### src/hdl/btas_pkg.sv
`timescale 1ns / 1ps
// ----------------------------------------------------------------------------
// btas_pkg
// Shared types, constants and codes of the box tracking anomaly scorer.
// ----------------------------------------------------------------------------
package btas_pkg;

  localparam int MAX_BOXES  = 16;
  localparam int COORD_BITS = 16;

  localparam int IDX_W   = (MAX_BOXES > 1) ? $clog2(MAX_BOXES) : 1;
  localparam int BOX_W   = 4;   // slot and chosen box field width
  localparam int CNT_W   = 5;   // box count register width
  localparam int SCORE_W = 34;
  localparam int TOTAL_W = 48;
  localparam int GAP_W   = COORD_BITS + 1;
  localparam int SQ_IN_W = 17;
  localparam int LIM_W   = (GAP_W > SQ_IN_W + 1) ? GAP_W : SQ_IN_W + 1;
  localparam int SUM_W   = SCORE_W + 2;

  localparam logic [SCORE_W-1:0] SCORE_MAX = '1;
  localparam logic [TOTAL_W-1:0] TOTAL_MAX = '1;

  localparam logic CMD_LOAD  = 1'b0;
  localparam logic CMD_SCORE = 1'b1;

  typedef logic signed [COORD_BITS-1:0] coord_t;

  typedef struct packed {
    logic             cmd;
    logic [BOX_W-1:0] box_slot;
    coord_t           hi_x;
    coord_t           lo_x;
    coord_t           hi_y;
    coord_t           lo_y;
    coord_t           hi_z;
    coord_t           lo_z;
    coord_t           pt_x;
    coord_t           pt_y;
    coord_t           pt_z;
    logic             seq_start;
  } in_item_t;

  typedef struct packed {
    logic [SCORE_W-1:0] point_score;
    logic [BOX_W-1:0]   chosen_box;
    logic               inside_flag;
    logic [TOTAL_W-1:0] seq_total;
  } out_item_t;

  typedef struct packed {
    coord_t hi_x;
    coord_t lo_x;
    coord_t hi_y;
    coord_t lo_y;
    coord_t hi_z;
    coord_t lo_z;
  } box_t;

  typedef struct packed {
    coord_t x;
    coord_t y;
    coord_t z;
  } point_t;

  typedef struct packed {
    logic             wr_en;
    logic [IDX_W-1:0] wr_addr;
    box_t             wr_data;
    logic             rd_en;
    logic [IDX_W-1:0] rd_addr;
  } mem_req_t;

  typedef struct packed {
    logic             first;
    logic             last;
    logic [BOX_W-1:0] box;
  } dist_tag_t;

  typedef struct packed {
    logic      vld;
    dist_tag_t tag;
  } dist_req_t;

  typedef struct packed {
    logic               vld;
    dist_tag_t          tag;
    logic [SCORE_W-1:0] sq_dist;
  } dist_rsp_t;

  typedef enum logic [1:0] {
    ST_IDLE,
    ST_ISSUE,
    ST_DRAIN,
    ST_FINISH
  } state_t;

endpackage

### src/hdl/btas_box_mem.sv
`timescale 1ns / 1ps
// ----------------------------------------------------------------------------
// btas_box_mem
// Box bound store: one write port, one read port, registered read data.
// ----------------------------------------------------------------------------
module btas_box_mem (
  input  logic              clk,
  input  btas_pkg::mem_req_t req,
  output btas_pkg::box_t    rd_data
);

  btas_pkg::box_t mem [btas_pkg::MAX_BOXES];
  btas_pkg::box_t rd_data_r;

  always_ff @(posedge clk) begin
    if (req.wr_en) begin
      mem[req.wr_addr] <= req.wr_data;
    end
    if (req.rd_en) begin
      rd_data_r <= mem[req.rd_addr];
    end
  end

  assign rd_data = rd_data_r;

endmodule

### src/hdl/btas_dist.sv
`timescale 1ns / 1ps
// ----------------------------------------------------------------------------
// btas_dist
// Squared outside distance of a point to one box, two stages: gaps and
// squares registered, then the three-way sum with saturation.
// ----------------------------------------------------------------------------
module btas_dist (
  input  logic                clk,
  input  logic                rst_n,
  input  btas_pkg::dist_req_t req,
  input  btas_pkg::box_t      box,
  input  btas_pkg::point_t    pt,
  output btas_pkg::dist_rsp_t rsp
);

  logic [btas_pkg::GAP_W-1:0]      gap [3];
  logic                            big_ax [3];
  logic [2*btas_pkg::SQ_IN_W-1:0]  sq_nxt [3];
  logic [2*btas_pkg::SQ_IN_W-1:0]  sq_r [3];
  logic                            big_r;
  logic                            vld_r;
  btas_pkg::dist_tag_t             tag_r;
  logic [btas_pkg::SUM_W-1:0]      sum;

  function automatic logic [btas_pkg::GAP_W-1:0] axis_gap(
    input btas_pkg::coord_t p,
    input btas_pkg::coord_t hi,
    input btas_pkg::coord_t lo
  );
    logic signed [btas_pkg::GAP_W-1:0] d;
    d = '0;
    // upper bound test wins on an inverted box
    if (p >= hi) begin
      d = btas_pkg::GAP_W'(p) - btas_pkg::GAP_W'(hi);
    end else if (p <= lo) begin
      d = btas_pkg::GAP_W'(lo) - btas_pkg::GAP_W'(p);
    end
    return $unsigned(d);
  endfunction

  always_comb begin
    gap[0] = axis_gap(pt.x, box.hi_x, box.lo_x);
    gap[1] = axis_gap(pt.y, box.hi_y, box.lo_y);
    gap[2] = axis_gap(pt.z, box.hi_z, box.lo_z);
    for (int i = 0; i < 3; i++) begin
      big_ax[i] = btas_pkg::LIM_W'(gap[i]) >=
                  (btas_pkg::LIM_W'(1) << btas_pkg::SQ_IN_W);
      sq_nxt[i] = (2*btas_pkg::SQ_IN_W)'(
                    btas_pkg::LIM_W'(gap[i]) & btas_pkg::LIM_W'({btas_pkg::SQ_IN_W{1'b1}}))
                  * (2*btas_pkg::SQ_IN_W)'(
                    btas_pkg::LIM_W'(gap[i]) & btas_pkg::LIM_W'({btas_pkg::SQ_IN_W{1'b1}}));
    end
  end

  always_ff @(posedge clk) begin
    if (!rst_n) begin
      vld_r <= 1'b0;
    end else begin
      vld_r <= req.vld;
    end
  end

  always_ff @(posedge clk) begin
    for (int i = 0; i < 3; i++) begin
      sq_r[i] <= sq_nxt[i];
    end
    big_r <= big_ax[0] | big_ax[1] | big_ax[2];
    tag_r <= req.tag;
  end

  always_comb begin
    sum = btas_pkg::SUM_W'(sq_r[0]) + btas_pkg::SUM_W'(sq_r[1])
        + btas_pkg::SUM_W'(sq_r[2]);
    rsp.vld = vld_r;
    rsp.tag = tag_r;
    // saturate a gap too wide to square or a sum beyond the score width
    if (big_r || (sum > btas_pkg::SUM_W'(btas_pkg::SCORE_MAX))) begin
      rsp.sq_dist = btas_pkg::SCORE_MAX;
    end else begin
      rsp.sq_dist = sum[btas_pkg::SCORE_W-1:0];
    end
  end

endmodule

### src/hdl/btas_ctrl.sv
`timescale 1ns / 1ps
// ----------------------------------------------------------------------------
// btas_ctrl
// Item handshake, read sequencer over the box store, best-box tracking,
// running total and output register.
// ----------------------------------------------------------------------------
module btas_ctrl (
  input  logic                   clk,
  input  logic                   rst_n,
  input  logic                   in_valid,
  output logic                   in_stall,
  input  btas_pkg::in_item_t     in_data,
  output logic                   out_valid,
  input  logic                   out_stall,
  output btas_pkg::out_item_t    out_data,
  input  logic                   cfg_wr_en,
  input  logic [btas_pkg::CNT_W-1:0] cfg_wr_data,
  output btas_pkg::mem_req_t     mem_req,
  output btas_pkg::dist_req_t    dist_req,
  output btas_pkg::point_t       pt,
  input  btas_pkg::dist_rsp_t    dist_rsp
);

  btas_pkg::state_t              state_r, state_nxt;
  logic [btas_pkg::CNT_W-1:0]    box_count_r;
  logic [btas_pkg::CNT_W-1:0]    k_r;
  logic                          seq_r;
  logic [btas_pkg::BOX_W-1:0]    nxt_r;
  logic [btas_pkg::BOX_W-1:0]    idx_r;
  logic [btas_pkg::CNT_W-1:0]    cnt_r;
  btas_pkg::point_t              pt_r;
  logic                          s1_vld_r;
  btas_pkg::dist_tag_t           s1_tag_r;
  logic [btas_pkg::SCORE_W-1:0]  best_d_r;
  logic [btas_pkg::BOX_W-1:0]    best_b_r;
  logic [btas_pkg::BOX_W-1:0]    cur_box_r;
  logic [btas_pkg::TOTAL_W-1:0]  total_r;
  logic                          out_vld_r;
  btas_pkg::out_item_t           out_r;

  logic                          accept;
  logic                          score_acc;
  logic                          rd_en;
  logic                          finish_go;
  logic                          issue_last;
  logic                          take;
  logic [btas_pkg::CNT_W-1:0]    k_eff;
  logic [btas_pkg::BOX_W-1:0]    cur_eff;
  logic [btas_pkg::CNT_W-1:0]    nxt_sum;
  logic [btas_pkg::BOX_W-1:0]    nxt_eff;
  logic [btas_pkg::TOTAL_W:0]    total_sum;
  logic [btas_pkg::TOTAL_W-1:0]  total_nxt;

  assign accept    = in_valid && !in_stall;
  assign score_acc = accept && (in_data.cmd == btas_pkg::CMD_SCORE);

  // effective box count and the current/next pair for a later point
  always_comb begin
    if (box_count_r == '0) begin
      k_eff = btas_pkg::CNT_W'(1);
    end else if (box_count_r > btas_pkg::CNT_W'(btas_pkg::MAX_BOXES)) begin
      k_eff = btas_pkg::CNT_W'(btas_pkg::MAX_BOXES);
    end else begin
      k_eff = box_count_r;
    end
    cur_eff = (btas_pkg::CNT_W'(cur_box_r) >= k_eff) ? '0 : cur_box_r;
    nxt_sum = btas_pkg::CNT_W'(cur_eff) + btas_pkg::CNT_W'(1);
    nxt_eff = (nxt_sum < k_eff) ? nxt_sum[btas_pkg::BOX_W-1:0] : '0;
  end

  assign issue_last = seq_r ? (cnt_r == k_r - btas_pkg::CNT_W'(1))
                            : (cnt_r == btas_pkg::CNT_W'(1));

  // next state
  always_comb begin
    state_nxt = state_r;
    case (state_r)
      btas_pkg::ST_IDLE: begin
        if (score_acc) begin
          state_nxt = btas_pkg::ST_ISSUE;
        end
      end
      btas_pkg::ST_ISSUE: begin
        if (issue_last) begin
          state_nxt = btas_pkg::ST_DRAIN;
        end
      end
      btas_pkg::ST_DRAIN: begin
        if (dist_rsp.vld && dist_rsp.tag.last) begin
          state_nxt = btas_pkg::ST_FINISH;
        end
      end
      btas_pkg::ST_FINISH: begin
        if (finish_go) begin
          state_nxt = btas_pkg::ST_IDLE;
        end
      end
      default: state_nxt = btas_pkg::ST_IDLE;
    endcase
  end

  // state outputs
  always_comb begin
    in_stall  = 1'b1;
    rd_en     = 1'b0;
    finish_go = 1'b0;
    case (state_r)
      btas_pkg::ST_IDLE:   in_stall  = 1'b0;
      btas_pkg::ST_ISSUE:  rd_en     = 1'b1;
      btas_pkg::ST_DRAIN:  rd_en     = 1'b0;
      btas_pkg::ST_FINISH: finish_go = !out_vld_r || !out_stall;
      default:             in_stall  = 1'b1;
    endcase
  end

  always_comb begin
    mem_req.wr_en   = accept && (in_data.cmd == btas_pkg::CMD_LOAD) &&
                      (btas_pkg::CNT_W'(in_data.box_slot) <
                       btas_pkg::CNT_W'(btas_pkg::MAX_BOXES));
    mem_req.wr_addr = btas_pkg::IDX_W'(in_data.box_slot);
    mem_req.wr_data.hi_x = in_data.hi_x;
    mem_req.wr_data.lo_x = in_data.lo_x;
    mem_req.wr_data.hi_y = in_data.hi_y;
    mem_req.wr_data.lo_y = in_data.lo_y;
    mem_req.wr_data.hi_z = in_data.hi_z;
    mem_req.wr_data.lo_z = in_data.lo_z;
    mem_req.rd_en   = rd_en;
    mem_req.rd_addr = btas_pkg::IDX_W'(idx_r);
  end

  assign dist_req.vld = s1_vld_r;
  assign dist_req.tag = s1_tag_r;
  assign pt           = pt_r;

  // a later point keeps the current box when inside it or strictly nearer
  always_comb begin
    if (dist_rsp.tag.first) begin
      take = 1'b1;
    end else if (seq_r) begin
      take = dist_rsp.sq_dist < best_d_r;
    end else begin
      take = (best_d_r != '0) && (dist_rsp.sq_dist <= best_d_r);
    end
  end

  always_comb begin
    total_sum = {1'b0, total_r} + (btas_pkg::TOTAL_W + 1)'(best_d_r);
    if (seq_r) begin
      total_nxt = btas_pkg::TOTAL_W'(best_d_r);
    end else if (total_sum[btas_pkg::TOTAL_W]) begin
      total_nxt = btas_pkg::TOTAL_MAX;
    end else begin
      total_nxt = total_sum[btas_pkg::TOTAL_W-1:0];
    end
  end

  always_ff @(posedge clk) begin
    if (!rst_n) begin
      state_r     <= btas_pkg::ST_IDLE;
      box_count_r <= btas_pkg::CNT_W'(1);
      cur_box_r   <= '0;
      total_r     <= '0;
      out_vld_r   <= 1'b0;
      s1_vld_r    <= 1'b0;
    end else begin
      state_r  <= state_nxt;
      s1_vld_r <= rd_en;
      if (cfg_wr_en) begin
        box_count_r <= cfg_wr_data;
      end
      if (finish_go) begin
        out_vld_r <= 1'b1;
        cur_box_r <= best_b_r;
        total_r   <= total_nxt;
      end else if (out_vld_r && !out_stall) begin
        out_vld_r <= 1'b0;
      end
    end
  end

  always_ff @(posedge clk) begin
    if (score_acc) begin
      k_r     <= k_eff;
      seq_r   <= in_data.seq_start;
      nxt_r   <= nxt_eff;
      idx_r   <= in_data.seq_start ? '0 : cur_eff;
      cnt_r   <= '0;
      pt_r.x  <= in_data.pt_x;
      pt_r.y  <= in_data.pt_y;
      pt_r.z  <= in_data.pt_z;
    end else if (rd_en) begin
      idx_r <= seq_r ? idx_r + btas_pkg::BOX_W'(1) : nxt_r;
      cnt_r <= cnt_r + btas_pkg::CNT_W'(1);
    end
    // tag travels alongside the registered read data
    s1_tag_r.first <= (cnt_r == '0);
    s1_tag_r.last  <= issue_last;
    s1_tag_r.box   <= idx_r;
    if (dist_rsp.vld && take) begin
      best_d_r <= dist_rsp.sq_dist;
      best_b_r <= dist_rsp.tag.box;
    end
    if (finish_go) begin
      out_r.point_score <= best_d_r;
      out_r.chosen_box  <= best_b_r;
      out_r.inside_flag <= (best_d_r == '0);
      out_r.seq_total   <= total_nxt;
    end
  end

  assign out_valid = out_vld_r;
  assign out_data  = out_r;

endmodule

### src/hdl/box_tracking_anomaly_scorer.sv
`timescale 1ns / 1ps
// ----------------------------------------------------------------------------
// box_tracking_anomaly_scorer
// Scores feature points against a store of 3-D boxes.
// ----------------------------------------------------------------------------
// Usage:
//   in_*   : items with valid/stall. A load item (cmd 0) writes one box's
//            bounds into the box store in the accept cycle; it gives no result.
//            A score item (cmd 1) gives exactly one result item.
//   out_*  : results with valid/stall, held in an output register, so a new
//            item is taken while a finished result still waits.
//   cfg_*  : box_count, written whenever cfg_wr_en is high (while idle).
// Flow: a load item leaves the input free for the next item. A score item reads one box per cycle
//   from the single read port of the box store and runs each box through a
//   two-stage distance unit: a later point reads two boxes, the first point of a
//   sequence reads box_count boxes, and in_stall stays high until the result
//   is in the output register.
// Reset: current box and running total clear to 0, box_count to 1; box
//   bounds are undefined until loaded.
// A stalled result holds; a finished item whose result cannot enter the
//   busy output register waits, and in_stall stays high meanwhile.
// ----------------------------------------------------------------------------
module box_tracking_anomaly_scorer (
  input  logic                           clk,
  input  logic                           rst_n,
  input  logic                           in_valid,
  output logic                           in_stall,
  input  btas_pkg::in_item_t             in_data,
  output logic                           out_valid,
  input  logic                           out_stall,
  output btas_pkg::out_item_t            out_data,
  input  logic                           cfg_wr_en,
  input  logic [btas_pkg::CNT_W-1:0]     cfg_wr_data
);

  btas_pkg::mem_req_t  mem_req;
  btas_pkg::box_t      rd_box;
  btas_pkg::dist_req_t dist_req;
  btas_pkg::dist_rsp_t dist_rsp;
  btas_pkg::point_t    pt;

  btas_ctrl u_ctrl (
    .clk         (clk),
    .rst_n       (rst_n),
    .in_valid    (in_valid),
    .in_stall    (in_stall),
    .in_data     (in_data),
    .out_valid   (out_valid),
    .out_stall   (out_stall),
    .out_data    (out_data),
    .cfg_wr_en   (cfg_wr_en),
    .cfg_wr_data (cfg_wr_data),
    .mem_req     (mem_req),
    .dist_req    (dist_req),
    .pt          (pt),
    .dist_rsp    (dist_rsp)
  );

  btas_box_mem u_mem (
    .clk     (clk),
    .req     (mem_req),
    .rd_data (rd_box)
  );

  btas_dist u_dist (
    .clk   (clk),
    .rst_n (rst_n),
    .req   (dist_req),
    .box   (rd_box),
    .pt    (pt),
    .rsp   (dist_rsp)
  );

`ifndef SYNTHESIS
  a_no_rw_overlap: assert property (@(posedge clk) disable iff (!rst_n)
    !(mem_req.rd_en && mem_req.wr_en))
    else $error("box store read and write in the same cycle");

  a_score_blocks_input: assert property (@(posedge clk) disable iff (!rst_n)
    (in_valid && !in_stall && (in_data.cmd == btas_pkg::CMD_SCORE)) |=> in_stall)
    else $error("input taken while a score item is in flight");

  a_inside_matches: assert property (@(posedge clk) disable iff (!rst_n)
    out_valid |-> (out_data.inside_flag == (out_data.point_score == '0)))
    else $error("inside flag disagrees with point score");

  a_dist_follows_read: assert property (@(posedge clk) disable iff (!rst_n)
    dist_req.vld |-> $past(mem_req.rd_en))
    else $error("distance request without a box read");
`endif

endmodule

### config.mk
export PLATFORM = sky130hd
export DESIGN_NAME = box_tracking_anomaly_scorer
export DESIGN_NICKNAME = d
export VERILOG_FILES = /design/src/hdl/btas_pkg.sv /design/src/hdl/btas_box_mem.sv /design/src/hdl/btas_dist.sv /design/src/hdl/btas_ctrl.sv /design/src/hdl/box_tracking_anomaly_scorer.sv
export SDC_FILE = /design/constraint.sdc
export NUM_CORES = 2
export LEC_CHECK = 0
export ABC_AREA = 1
export BUFFER_PORTS_ARGS = -buffer_cell sky130_fd_sc_hd__buf_2
export CAP_MARGIN = 20
export CORE_MARGIN = 2
export CORE_UTILIZATION = 60
export DETAILED_ROUTE_END_ITERATION = 10
export GPL_TIMING_DRIVEN = 0
export PLACE_DENSITY = 0.77
export SETUP_SLACK_MARGIN = 0.5
export SKIP_CTS_REPAIR_TIMING = 1
export SLEW_MARGIN = 10
export SYNTH_ARGS = -nofsm -noshare
export SYNTH_HDL_FRONTEND = slang
export SYNTH_SLANG_ARGS = --single-unit
### constraint.sdc
create_clock -name clk -period 8 [get_ports clk]
set_clock_uncertainty 0.1 [all_clocks]
set_input_delay 1.2 -clock clk [delete_from_list [all_inputs] [get_ports clk]]
set_output_delay 1.2 -clock clk [all_outputs]
set_load 0.01 [all_outputs]
==> flow_summary.ini <==
[floorplanning]
die-width_microns = 437
dieArea_sq_um = 191000
rows = 159
die_h_microns = 437
start_util_pct = 60.2
core_region_area_sq_um = 187000
io_pins = 249

[setup_path]
critPathLaunchType = flop
reg2reg_setup_slack_ns = 0.34
crit_path_end_kind = flop
cp_data_required_time_ns = 8.62
arrival_ns = 8.28
cp_max_fo = 7
crit_path_top_delay_cell = fa_1
critPathKind = flop to flop
crit_top_cell = fa_1
crit_path_max_incr_delay_ns = 0.64

[clocking]
cts_buffer_depth = 3
h-tree-depth = 4
path_clk_slew_ns = 0.06
cts_made_buffers = 195
cts_tree = built
cts-root-buf = clkbuf_16
cts_sinks = 1997
clock_latency_ns = 0.86

[synth]
synth_edf_count = 1819
syn_avg_cell_area_sq_um = 10.9
synth_top_flop_cell = edfxtp_1
yosys_warnings = 0
ys_ff_latch = 1997
syn_nets = 11700
syn_inst = 10300
netlist_area_sq_um = 113000
synth_cell_types = 65
yosysSeqAreaShare_pct = 51.6
ys_async_sr_fraction_pct = 0

[place]
dp_hpwl_microns = 261000
dpl_worst_slack_ns = -0.618
place_area_sq_um = 119000
routabilityCongestion = 0.984
io_buffers = 247
dp.cells = 13200

[flow_run]
drv_cap = 0

[final_layout]
post-route-cell-area_sq_um = 130000
final_cell_mix = 1819 x edfxtp_1, 1401 x inv_1, 1339 x nand2_1, 1053 x nor2_1, 615 x o21ai_0
regArea_sq_um = 58200
layout.nets = 12400
drive_above_1_share_pct = 13.2
nFillCells = 13200
fin_cells = 13800
area_growth_pct = 15.6
utilization_pct = 69.6
layout_commonest_cell = edfxtp_1
multi_input_area_sq_um = 49900

[routing]
wl_met3_microns = 37700
highest_layer = met5
vias = 85300
dr.pass1.iters = 6
drtIter0Drc = 11100
drc = 0
via_per_inst = 6.18
post_drt_wl_per_cell_microns = 26.1
wl_met1_microns = 128000
ant_nets = 0
drt-total-wl_microns = 360000
met2_length_microns = 170000

[sta]
setup_viol = 0
fin_crit_sh_pct = 95.7
slew_headroom_pct = 18.4
fmaxAchievable_ghz = 0.131
worst_pin_slew_ns = 1.22
rsz0062_at_grt = true
fin_ws_ns = 0.340
final-hold-violation-count = 0
drv_slew = 0
finalCriticalPeriod_ns = 7.66

[global_routing]
antenna_found_initial = 42
grt_start_max_net_pins = 68
grt_pass1_vias = 83800
grt-ovfl-total = 0
grt_pass1_wl_microns = 520000
grtUsageTotal_pct = 36.6

[outcome]
run_status = complete, no violations

[hold_path]
hold_class = flop to flop
-- metrics by stage --
step	setup TNS, ns	hold slack (ns)
CTS	-12.97	0.226
global route	0	0.226
floorplan	0	0.210
detailed placement	-9.86	0.213
finish	0	0.222
global placement	-5204.08	0.212
-- routing by layer --
metal,vias to the layer above,GRT usage (%)
li1,37100,-
met1,41500,46.0
met2,5553,58.7
met3,1175,7.19
met4,10,22.2
met5,-,0
-- cell type report --
cell class / instances / share of cell area (%)
sequential: 1997 / 44.7
multi-input combinational: 6481 / 38.3
inverter: 1486 / 4.35
clock buffer: 243 / 3.96
timing repair buffer: 548 / 3.84
tap: 2495 / 2.40
buffer: 382 / 1.50
clock inverter: 123 / 0.896
antenna: 36 / 0.0692
-- registers in the layout (all words and copies together) (netlist names), 2 cells and up --
register	flops
u_ctrl.idx_r	4
u_ctrl.k_r	5
u_ctrl.best_b_r	4
u_mem.mem	1536
u_ctrl.cur_box_r	4
u_mem.rd_data	96
u_dist.rsp	6
u_ctrl.best_d_r	34
u_ctrl.cnt_r	5
u_ctrl.dist_req	6
u_ctrl.pt	48
u_ctrl.box_count_r	5
u_ctrl.state_r	2
u_ctrl.nxt_r	4
u_ctrl.total_r	48
u_dist.sq_r	99
u_ctrl.out_data	87
-- cell families (layout without fill, tap and decap cells) --
group | Yosys count | count (layout) | synth area share, %
multiplexers | 303 | 303 | 2.69
flip-flops | 1997 | 1997 | 51.6
XOR/XNOR | 253 | 253 | 1.97
adder cells (fa/ha/maj) | 1151 | 1151 | 16.7
AND/OR/NAND/NOR | 3116 | 3117 | 11.3
AO/OA/AOI/OAI | 1656 | 1657 | 9.30
other | 0 | 36 | 0
buffers and inverters | 1868 | 2782 | 6.42
-- Yosys cell counts (33+ instances only) --
cell	number	area, sq um
edfxtp_1	1819	54600
inv_1	1457	5470
nand2_1	1417	5320
nor2_1	1126	4230
o21ai_0	644	3220
fa_1	584	11700
ha_1	567	7090
a21oi_1	396	1980
nand3_1	336	1680
o221ai_1	305	2670
mux2i_1	303	3030
clkbuf_1	277	1040
dfxtp_1	178	3560
xor2_1	149	1310
xnor2_1	104	911
nand4_1	87	544
o211ai_1	78	586
o32ai_1	74	648
buf_2	73	365
nor3_1	55	275
a21o_1	33	248
-- final timing paths --
path                                          from            endpoint  depth (start not counted)
worst max-delay path                 u_ctrl.pt[35]  u_dist.sq_r[0][31]                         31
worst min-delay path            u_ctrl.dist_req[4]      u_dist.rsp[38]                          0
worst min register to register  u_ctrl.dist_req[4]      u_dist.rsp[38]                          0
worst max register to register       u_ctrl.pt[35]  u_dist.sq_r[0][31]                         31
-- worst max-delay path: cells and delay by family, from the launching register on --
family	cells	cell delay (ns)
fa+ha+maj	8	3.60
simple gates	12	1.82
buf+inv	8	0.90
flops	1	0.56
compound gates	2	0.38
xor+xnor	1	0.17
Power is left out: the tool's default activity adds up to more than one toggle a clock period on the data nets, which glitch-free logic cannot reach.
